## src/rtl/amdfs_pkg.sv

```systemverilog
// Shared types, codes and the control store for the adjacency-matrix DFS block.
// No dependencies; imported by every module of the block.
`timescale 1ns / 1ps

package amdfs_pkg;

	localparam int MAX_VERTICES_DEF = 64;
	localparam int VERT_W           = 6;
	localparam int CNT_W            = 7;
	localparam int CMD_W            = 2;
	localparam int WGT_W            = 15;
	localparam int VC_RESET         = 64;
	localparam logic [WGT_W-1:0] NO_EDGE_WEIGHT = 15'd32767;

	localparam logic [CMD_W-1:0] CMD_CLEAR = 2'd0;
	localparam logic [CMD_W-1:0] CMD_ADD   = 2'd1;
	localparam logic [CMD_W-1:0] CMD_TRAV  = 2'd2;

	// datapath operations
	localparam int OP_W = 4;
	localparam logic [OP_W-1:0] OP_NONE    = 4'd0;
	localparam logic [OP_W-1:0] OP_CLEAR   = 4'd1;
	localparam logic [OP_W-1:0] OP_READ_A  = 4'd2;
	localparam logic [OP_W-1:0] OP_WRITE_A = 4'd3;
	localparam logic [OP_W-1:0] OP_WRITE_B = 4'd4;
	localparam logic [OP_W-1:0] OP_START   = 4'd5;
	localparam logic [OP_W-1:0] OP_RD_TOS  = 4'd6;
	localparam logic [OP_W-1:0] OP_CAND    = 4'd7;
	localparam logic [OP_W-1:0] OP_PUSH    = 4'd8;
	localparam logic [OP_W-1:0] OP_POP     = 4'd9;
	localparam logic [OP_W-1:0] OP_RESTORE = 4'd10;
	localparam logic [OP_W-1:0] OP_FINISH  = 4'd11;

	// next-step kinds
	localparam int NX_W = 2;
	localparam logic [NX_W-1:0] NX_SEQ      = 2'd0;
	localparam logic [NX_W-1:0] NX_GOTO     = 2'd1;
	localparam logic [NX_W-1:0] NX_BRANCH   = 2'd2;
	localparam logic [NX_W-1:0] NX_DISPATCH = 2'd3;

	// branch conditions
	localparam int CND_W = 2;
	localparam logic [CND_W-1:0] C_NEVER     = 2'd0;
	localparam logic [CND_W-1:0] C_NO_INPUT  = 2'd1;
	localparam logic [CND_W-1:0] C_CAND_ZERO = 2'd2;
	localparam logic [CND_W-1:0] C_DEPTH_ONE = 2'd3;

	// program steps
	localparam int STEP_W = 4;
	localparam logic [STEP_W-1:0] S_IDLE   = 4'd0;
	localparam logic [STEP_W-1:0] S_DISP   = 4'd1;
	localparam logic [STEP_W-1:0] S_CLR    = 4'd2;
	localparam logic [STEP_W-1:0] S_ADD_RD = 4'd3;
	localparam logic [STEP_W-1:0] S_ADD_WA = 4'd4;
	localparam logic [STEP_W-1:0] S_ADD_WB = 4'd5;
	localparam logic [STEP_W-1:0] S_START  = 4'd6;
	localparam logic [STEP_W-1:0] S_RD     = 4'd7;
	localparam logic [STEP_W-1:0] S_CAND   = 4'd8;
	localparam logic [STEP_W-1:0] S_TEST   = 4'd9;
	localparam logic [STEP_W-1:0] S_PUSH   = 4'd10;
	localparam logic [STEP_W-1:0] S_POP    = 4'd11;
	localparam logic [STEP_W-1:0] S_REST   = 4'd12;
	localparam logic [STEP_W-1:0] S_FIN    = 4'd13;

	typedef struct packed {
		logic [OP_W-1:0]   op;
		logic [NX_W-1:0]   nx;
		logic [CND_W-1:0]  cond;
		logic              wait_out;
		logic [STEP_W-1:0] target;
	} ucw_t;

	typedef struct packed {
		logic [OP_W-1:0] op;
		logic            idle;
	} ctl_t;

	typedef struct packed {
		logic [CMD_W-1:0] cmd;
		logic             a_ok;
		logic             b_ok;
		logic             cand_zero;
		logic             depth_one;
		logic             out_busy;
	} stat_t;

	function automatic ucw_t mk(input logic [OP_W-1:0] op, input logic [NX_W-1:0] nx,
			input logic [CND_W-1:0] cond, input logic wait_out, input logic [STEP_W-1:0] tgt);
		ucw_t w;
		w.op       = op;
		w.nx       = nx;
		w.cond     = cond;
		w.wait_out = wait_out;
		w.target   = tgt;
		return w;
	endfunction

	// control store
	function automatic ucw_t ucode(input logic [STEP_W-1:0] step);
		ucw_t w;
		unique case (step)
			S_IDLE:   w = mk(OP_NONE,    NX_BRANCH,   C_NO_INPUT,  1'b0, S_IDLE);
			S_DISP:   w = mk(OP_NONE,    NX_DISPATCH, C_NEVER,     1'b0, S_IDLE);
			S_CLR:    w = mk(OP_CLEAR,   NX_GOTO,     C_NEVER,     1'b0, S_IDLE);
			S_ADD_RD: w = mk(OP_READ_A,  NX_SEQ,      C_NEVER,     1'b0, S_IDLE);
			S_ADD_WA: w = mk(OP_WRITE_A, NX_SEQ,      C_NEVER,     1'b0, S_IDLE);
			S_ADD_WB: w = mk(OP_WRITE_B, NX_GOTO,     C_NEVER,     1'b0, S_IDLE);
			S_START:  w = mk(OP_START,   NX_SEQ,      C_NEVER,     1'b0, S_IDLE);
			S_RD:     w = mk(OP_RD_TOS,  NX_SEQ,      C_NEVER,     1'b0, S_IDLE);
			S_CAND:   w = mk(OP_CAND,    NX_SEQ,      C_NEVER,     1'b0, S_IDLE);
			S_TEST:   w = mk(OP_NONE,    NX_BRANCH,   C_CAND_ZERO, 1'b0, S_POP);
			S_PUSH:   w = mk(OP_PUSH,    NX_GOTO,     C_NEVER,     1'b1, S_RD);
			S_POP:    w = mk(OP_POP,     NX_BRANCH,   C_DEPTH_ONE, 1'b0, S_FIN);
			S_REST:   w = mk(OP_RESTORE, NX_GOTO,     C_NEVER,     1'b0, S_RD);
			S_FIN:    w = mk(OP_FINISH,  NX_GOTO,     C_NEVER,     1'b1, S_IDLE);
			default:  w = mk(OP_NONE,    NX_GOTO,     C_NEVER,     1'b0, S_IDLE);
		endcase
		return w;
	endfunction

endpackage

```

## src/rtl/amdfs_seq.sv

```systemverilog
// Step counter and control-store sequencer for the DFS block.
// Depends on amdfs_pkg (control store, codes, ctl_t and stat_t).
`timescale 1ns / 1ps

module amdfs_seq import amdfs_pkg::*; (
	input  logic  clk,
	input  logic  arst_n,
	input  logic  in_valid,
	input  stat_t stat,
	output ctl_t  ctl
);

	logic [STEP_W-1:0] step_q;
	logic [STEP_W-1:0] step_nx;
	logic [STEP_W-1:0] disp_tgt;
	ucw_t              ucw;
	logic              hold;
	logic              cond_hit;

	assign ucw  = ucode(step_q);
	assign hold = ucw.wait_out && stat.out_busy;

	always_comb begin
		case (ucw.cond)
			C_NO_INPUT:  cond_hit = !in_valid;
			C_CAND_ZERO: cond_hit = stat.cand_zero;
			C_DEPTH_ONE: cond_hit = stat.depth_one;
			default:     cond_hit = 1'b0;
		endcase
	end

	always_comb begin
		unique case (stat.cmd)
			CMD_CLEAR: disp_tgt = S_CLR;
			CMD_ADD:   disp_tgt = (stat.a_ok && stat.b_ok) ? S_ADD_RD : S_IDLE;
			CMD_TRAV:  disp_tgt = stat.a_ok ? S_START : S_IDLE;
			default:   disp_tgt = S_IDLE;
		endcase
	end

	always_comb begin
		if (hold) begin
			step_nx = step_q;
		end else begin
			unique case (ucw.nx)
				NX_SEQ:      step_nx = STEP_W'(step_q + 1'b1);
				NX_GOTO:     step_nx = ucw.target;
				NX_BRANCH:   step_nx = cond_hit ? ucw.target : STEP_W'(step_q + 1'b1);
				NX_DISPATCH: step_nx = disp_tgt;
				default:     step_nx = S_IDLE;
			endcase
		end
	end

	always_ff @(posedge clk or negedge arst_n) begin
		if (!arst_n) begin
			step_q <= S_IDLE;
		end else begin
			step_q <= step_nx;
		end
	end

	// suppress the step's operation while it waits on the output register
	assign ctl.op   = hold ? OP_NONE : ucw.op;
	assign ctl.idle = (step_q == S_IDLE);

endmodule

```

## config.mk

```make
export PLATFORM = sky130hd
export DESIGN_NAME = amdfs_seq
export DESIGN_NICKNAME = d
export VERILOG_FILES = /design/src/rtl/amdfs_pkg.sv /design/src/rtl/amdfs_seq.sv
export SDC_FILE = /design/constraint.sdc
export NUM_CORES = 1
export LEC_CHECK = 0
export ABC_AREA = 1
export BUFFER_PORTS_ARGS = -buffer_cell sky130_fd_sc_hd__buf_2
export CAP_MARGIN = 20
export CORE_MARGIN = 10
export CORE_UTILIZATION = 35
export CTS_CLUSTER_DIAMETER = 50
export DETAILED_ROUTE_END_ITERATION = 12
export GPL_ROUTABILITY_DRIVEN = 0
export PLACE_DENSITY = 0.64
export RECOVER_POWER = 100
export SLEW_MARGIN = 20
export SYNTH_ARGS = -nofsm -noshare
export SYNTH_HDL_FRONTEND = slang
export SYNTH_SLANG_ARGS = --single-unit
```

## constraint.sdc

```tcl
create_clock -name clk -period 5.4 [get_ports clk]
set_input_delay 0.27 -clock clk [delete_from_list [all_inputs] [get_ports clk]]
set_output_delay 0.27 -clock clk [all_outputs]
set_load 0.01 [all_outputs]
```

==> impl.org <==
** Critical path
- Worst EP arrival :: 2160 ps
- Launch point of the worst reg-to-reg path :: step_q[0]
- STA classifies the critical path startpoint as a register.
- Startpoint of the most critical setup path :: step_q[0]
- STA classifies the critical path endpoint as a primary output.
- By startpoint and endpoint, the worst setup path is classified as register to primary output.
- In this run the worst path has a maximum fanout of 8.
- Critical Path RT :: 5130 ps

** Global routing
- In the global route stage, overall resource usage came out at 0.08125.
- The first global-routing pass estimated 2925 um of wire.
- Initial antenna violation count :: 0
- The via count of the first global-routing pass was slightly above 700.
- Pin count of the biggest net entering global routing :: 14
- Global routing finished with a remaining overflow of 0.

** Power
- In this run the static leakage power is 0.4759 nW.
- Peak supply drop :: 0.1868 mV
- Dividing total power by cell area gives a power density of 542.6 nW/um^2.

** Synthesis
- For this run, the number of Yosys warnings is 0.
- The synthesized netlist occupies a cell area of 733.2 um^2.
- Synthesis produced a netlist whose cell count is 118.
- The number of different library cells used by synthesis comes to 23.
- Number of nets produced by synthesis :: roughly 140
- Summed over all instances, the cell type with the most area after synthesis is dfrtp_1.
- The share of synthesized area in the top cell type comes to 0.1365.
- Synthesized area per cell :: 6.214 um^2
- Synth top area cells :: dfrtp_1 (14%), ha_1 (14%), nand2_1 (11%), nor2_1 (9.7%), inv_1 (8.7%)
- The share of the Yosys chip area taken by registers is 0.1365.
- Number of synthesized register bits :: 4

** Finish
- In the final layout, the share of cells above drive strength 1 is 0.1805.
- Once layout is done, the placed cells without fillers occupy 813.3 um^2.
- At the end of the flow, the number of nets in the layout was 153.
- The filler cells instantiated in the layout total around 210.
- Leaving out fill and tap cells, the most frequent cells in the layout are nand2_1 (24), nor2_1 (20), inv_1 (18), nand3_1 (12), buf_2 (10).
- Ranked by flip-flop count, first place goes to step_q.
- The number of antenna diodes in the final layout is 0.
- Largest regs :: step_q (4)
- Leaving out fill and tap cells, the most frequent cell in the layout is nand2_1.
- Area growth from synthesis to final layout :: 10.92%
- The register with the most flip-flops in the layout has 4 of them.

** Job
- Max-cap violations in this run came to 0.

** CTS
- After clock tree synthesis, the clock-pin slew on the worst setup and hold paths is 40 ps.
- CTS root buf :: clkbuf_4
- Maximum buffer depth of the clock tree :: 2
- CTS built an H-tree with a depth of 1.
- Clk Latency, worst-skew pair :: approximately 230 ps
- Clk sink count :: 4
- TritonCTS clock tree :: done
- Post-CTS Setup Inserts :: 0
- Number of buffers created by CTS :: 3

** Die
- The initial utilization of the core area, before any placement, comes to 0.3699.
- The floorplan step defined a die boundary enclosing 4326 um^2.
- Die Width :: 65.77 um
- Vert. Die Dim :: 65.77 um
- Placeable core area :: 1982 um^2
- 15 I/O pins were placed.
- After floorplanning, the core was divided into 16 placement rows.

** STA
- Summed over all failing endpoints, the final setup total negative slack is 0 ps.
- Pin slew with the least headroom to its limit :: 465.9 ps
- Final slew viol count :: 0
- Slew Limit Headroom :: 0.6894
- Setup violations remaining at the end of the flow were counted as 0.
- Top achievable clock speed :: ~410 MHz
- Across all setup checks in the final design, the least slack found is 2965 ps.
- For the finished layout, the period the worst path requires is roughly 2400 ps.
- Period utilization :: 0.4509
- Across the routed clock network, the largest skew measured is between 5 and 6 ps.
- The number of hold violations in the final report is 0.
- Setup repair after global routing left no endpoint under its margin.

** Placement
- Placed inst area :: around 800 um^2
- After legalization and detailed placement, the total HPWL measured 1407 um.
- During placement, the flow inserted port buffers numbering 14.
- Before CTS, the worst setup slack after placement is 3436 ps.

** Detailed routing
- Drt first-iter violations :: 24
- Post-detailed-route wirelength per cell :: 10.63 um
- The final layout contains routed wiring with a total length of 1701 um.
- Vias :: 740
- Number of nets with antenna violations after detailed routing :: 0
- Number of iterations in the first detailed-routing pass :: 4
- Total DRC errors in the routed layout :: 0
- Average vias per placed instance :: between 4 and 5

** Run status
- Status :: finished clean

** Worst hold path
- Type of the worst min-delay path :: primary input to async pin
per-stage QoR:
step,std cells,total power [mW],utilization,hold slack (ps)
floorplan,118,0.3614,-,-25.59
global placement,156,0.4278,0.4053,76.47
detailed placement,156,0.4305,0.4053,80.59
CTS,160,0.4693,0.4217,366.5
global route,160,0.5063,0.4104,427.0
finish,160,0.4413,0.4104,398.6
report_power, final:
| group | switching [mW] | leakage (nW) | internal, mW |
|---|---|---|---|
| sequential | 0.0306 | 0.0524 | 0.0431 |
| clock | 0.0113 | 0.0138 | 0.0248 |
| combinational | 0.215 | 0.410 | 0.117 |
routing by layer:
metal,vias up,GRT usage,routed length (um)
met5,-,0,0
met4,0,0.03209,26
met3,4,0.01356,74
met2,23,0.1437,801
met1,305,0.09378,798
li1,408,-,-
synth_stat cells:
library cell and count:
nand2_4 1, inv_2 2, a21oi_1 6, buf_6 3, dfrtp_1 4, a211oi_1 1
nand4_1 2, inv_4 1, nor3b_1 1, nand3_2 5, nand3_1 11, nor2_2 1
o22ai_1 1, nand2_2 6, o21ai_1 2, o21ai_0 2, xor2_1 1, inv_1 17
ha_1 8, a221oi_1 1, a31oi_1 1, nor2_1 19, nand2_1 22
cells by family after synthesis:
| logic type | share of synthesized area |
|---|---|
| AOI/OAI and AO/OA | 0.1075 |
| xor gates and xnor gates | 0.01195 |
| adders and majority gates | 0.1365 |
| buffers and inverters | 0.1519 |
| DFF | 0.1365 |
| and+or+nand+nor | 0.4556 |
area by class of cell:
class / instances / area, um^2 / share of cell area
Sequential cell: 4 / 100.1 / 0.1231
Clock buffer: 3 / 22.52 / 0.02769
Multi-Input combinational cell: 91 / 504.2 / 0.6200
Timing Repair Buffer: 15 / 75.07 / 0.09231
Inverter: 20 / 77.57 / 0.09538
Tap cell: 27 / 33.78 / 0.04154
timing repair:
action,in CTS,in global routing
hold buffers,1,0
resized for setup,0,0
hold endpoints to repair,4,0
path summary, 6_finish.rpt:
check | to | cells after the start | slack (ps)
hold reg to reg | step_q[1] | 2 | 620
max in group asynchronous | step_q[2] | 2 | 4810
hold / removal | step_q[1] | 2 | 400
setup / recovery | ctl[2] | 8 | 2970
setup reg to reg | step_q[0] | 14 | 3400
min in group clk | step_q[0] | 5 | 440
critical path: stages, from the launching register on:
cell and delay (ps):
dfrtp_1 480, inv_1 140, ha_1 230, nor2_1 150
nor2_1 60, nand3_1 240, inv_1 190, a221oi_1 240
clkbuf_1 190
(Power assumes the default switching activity.)
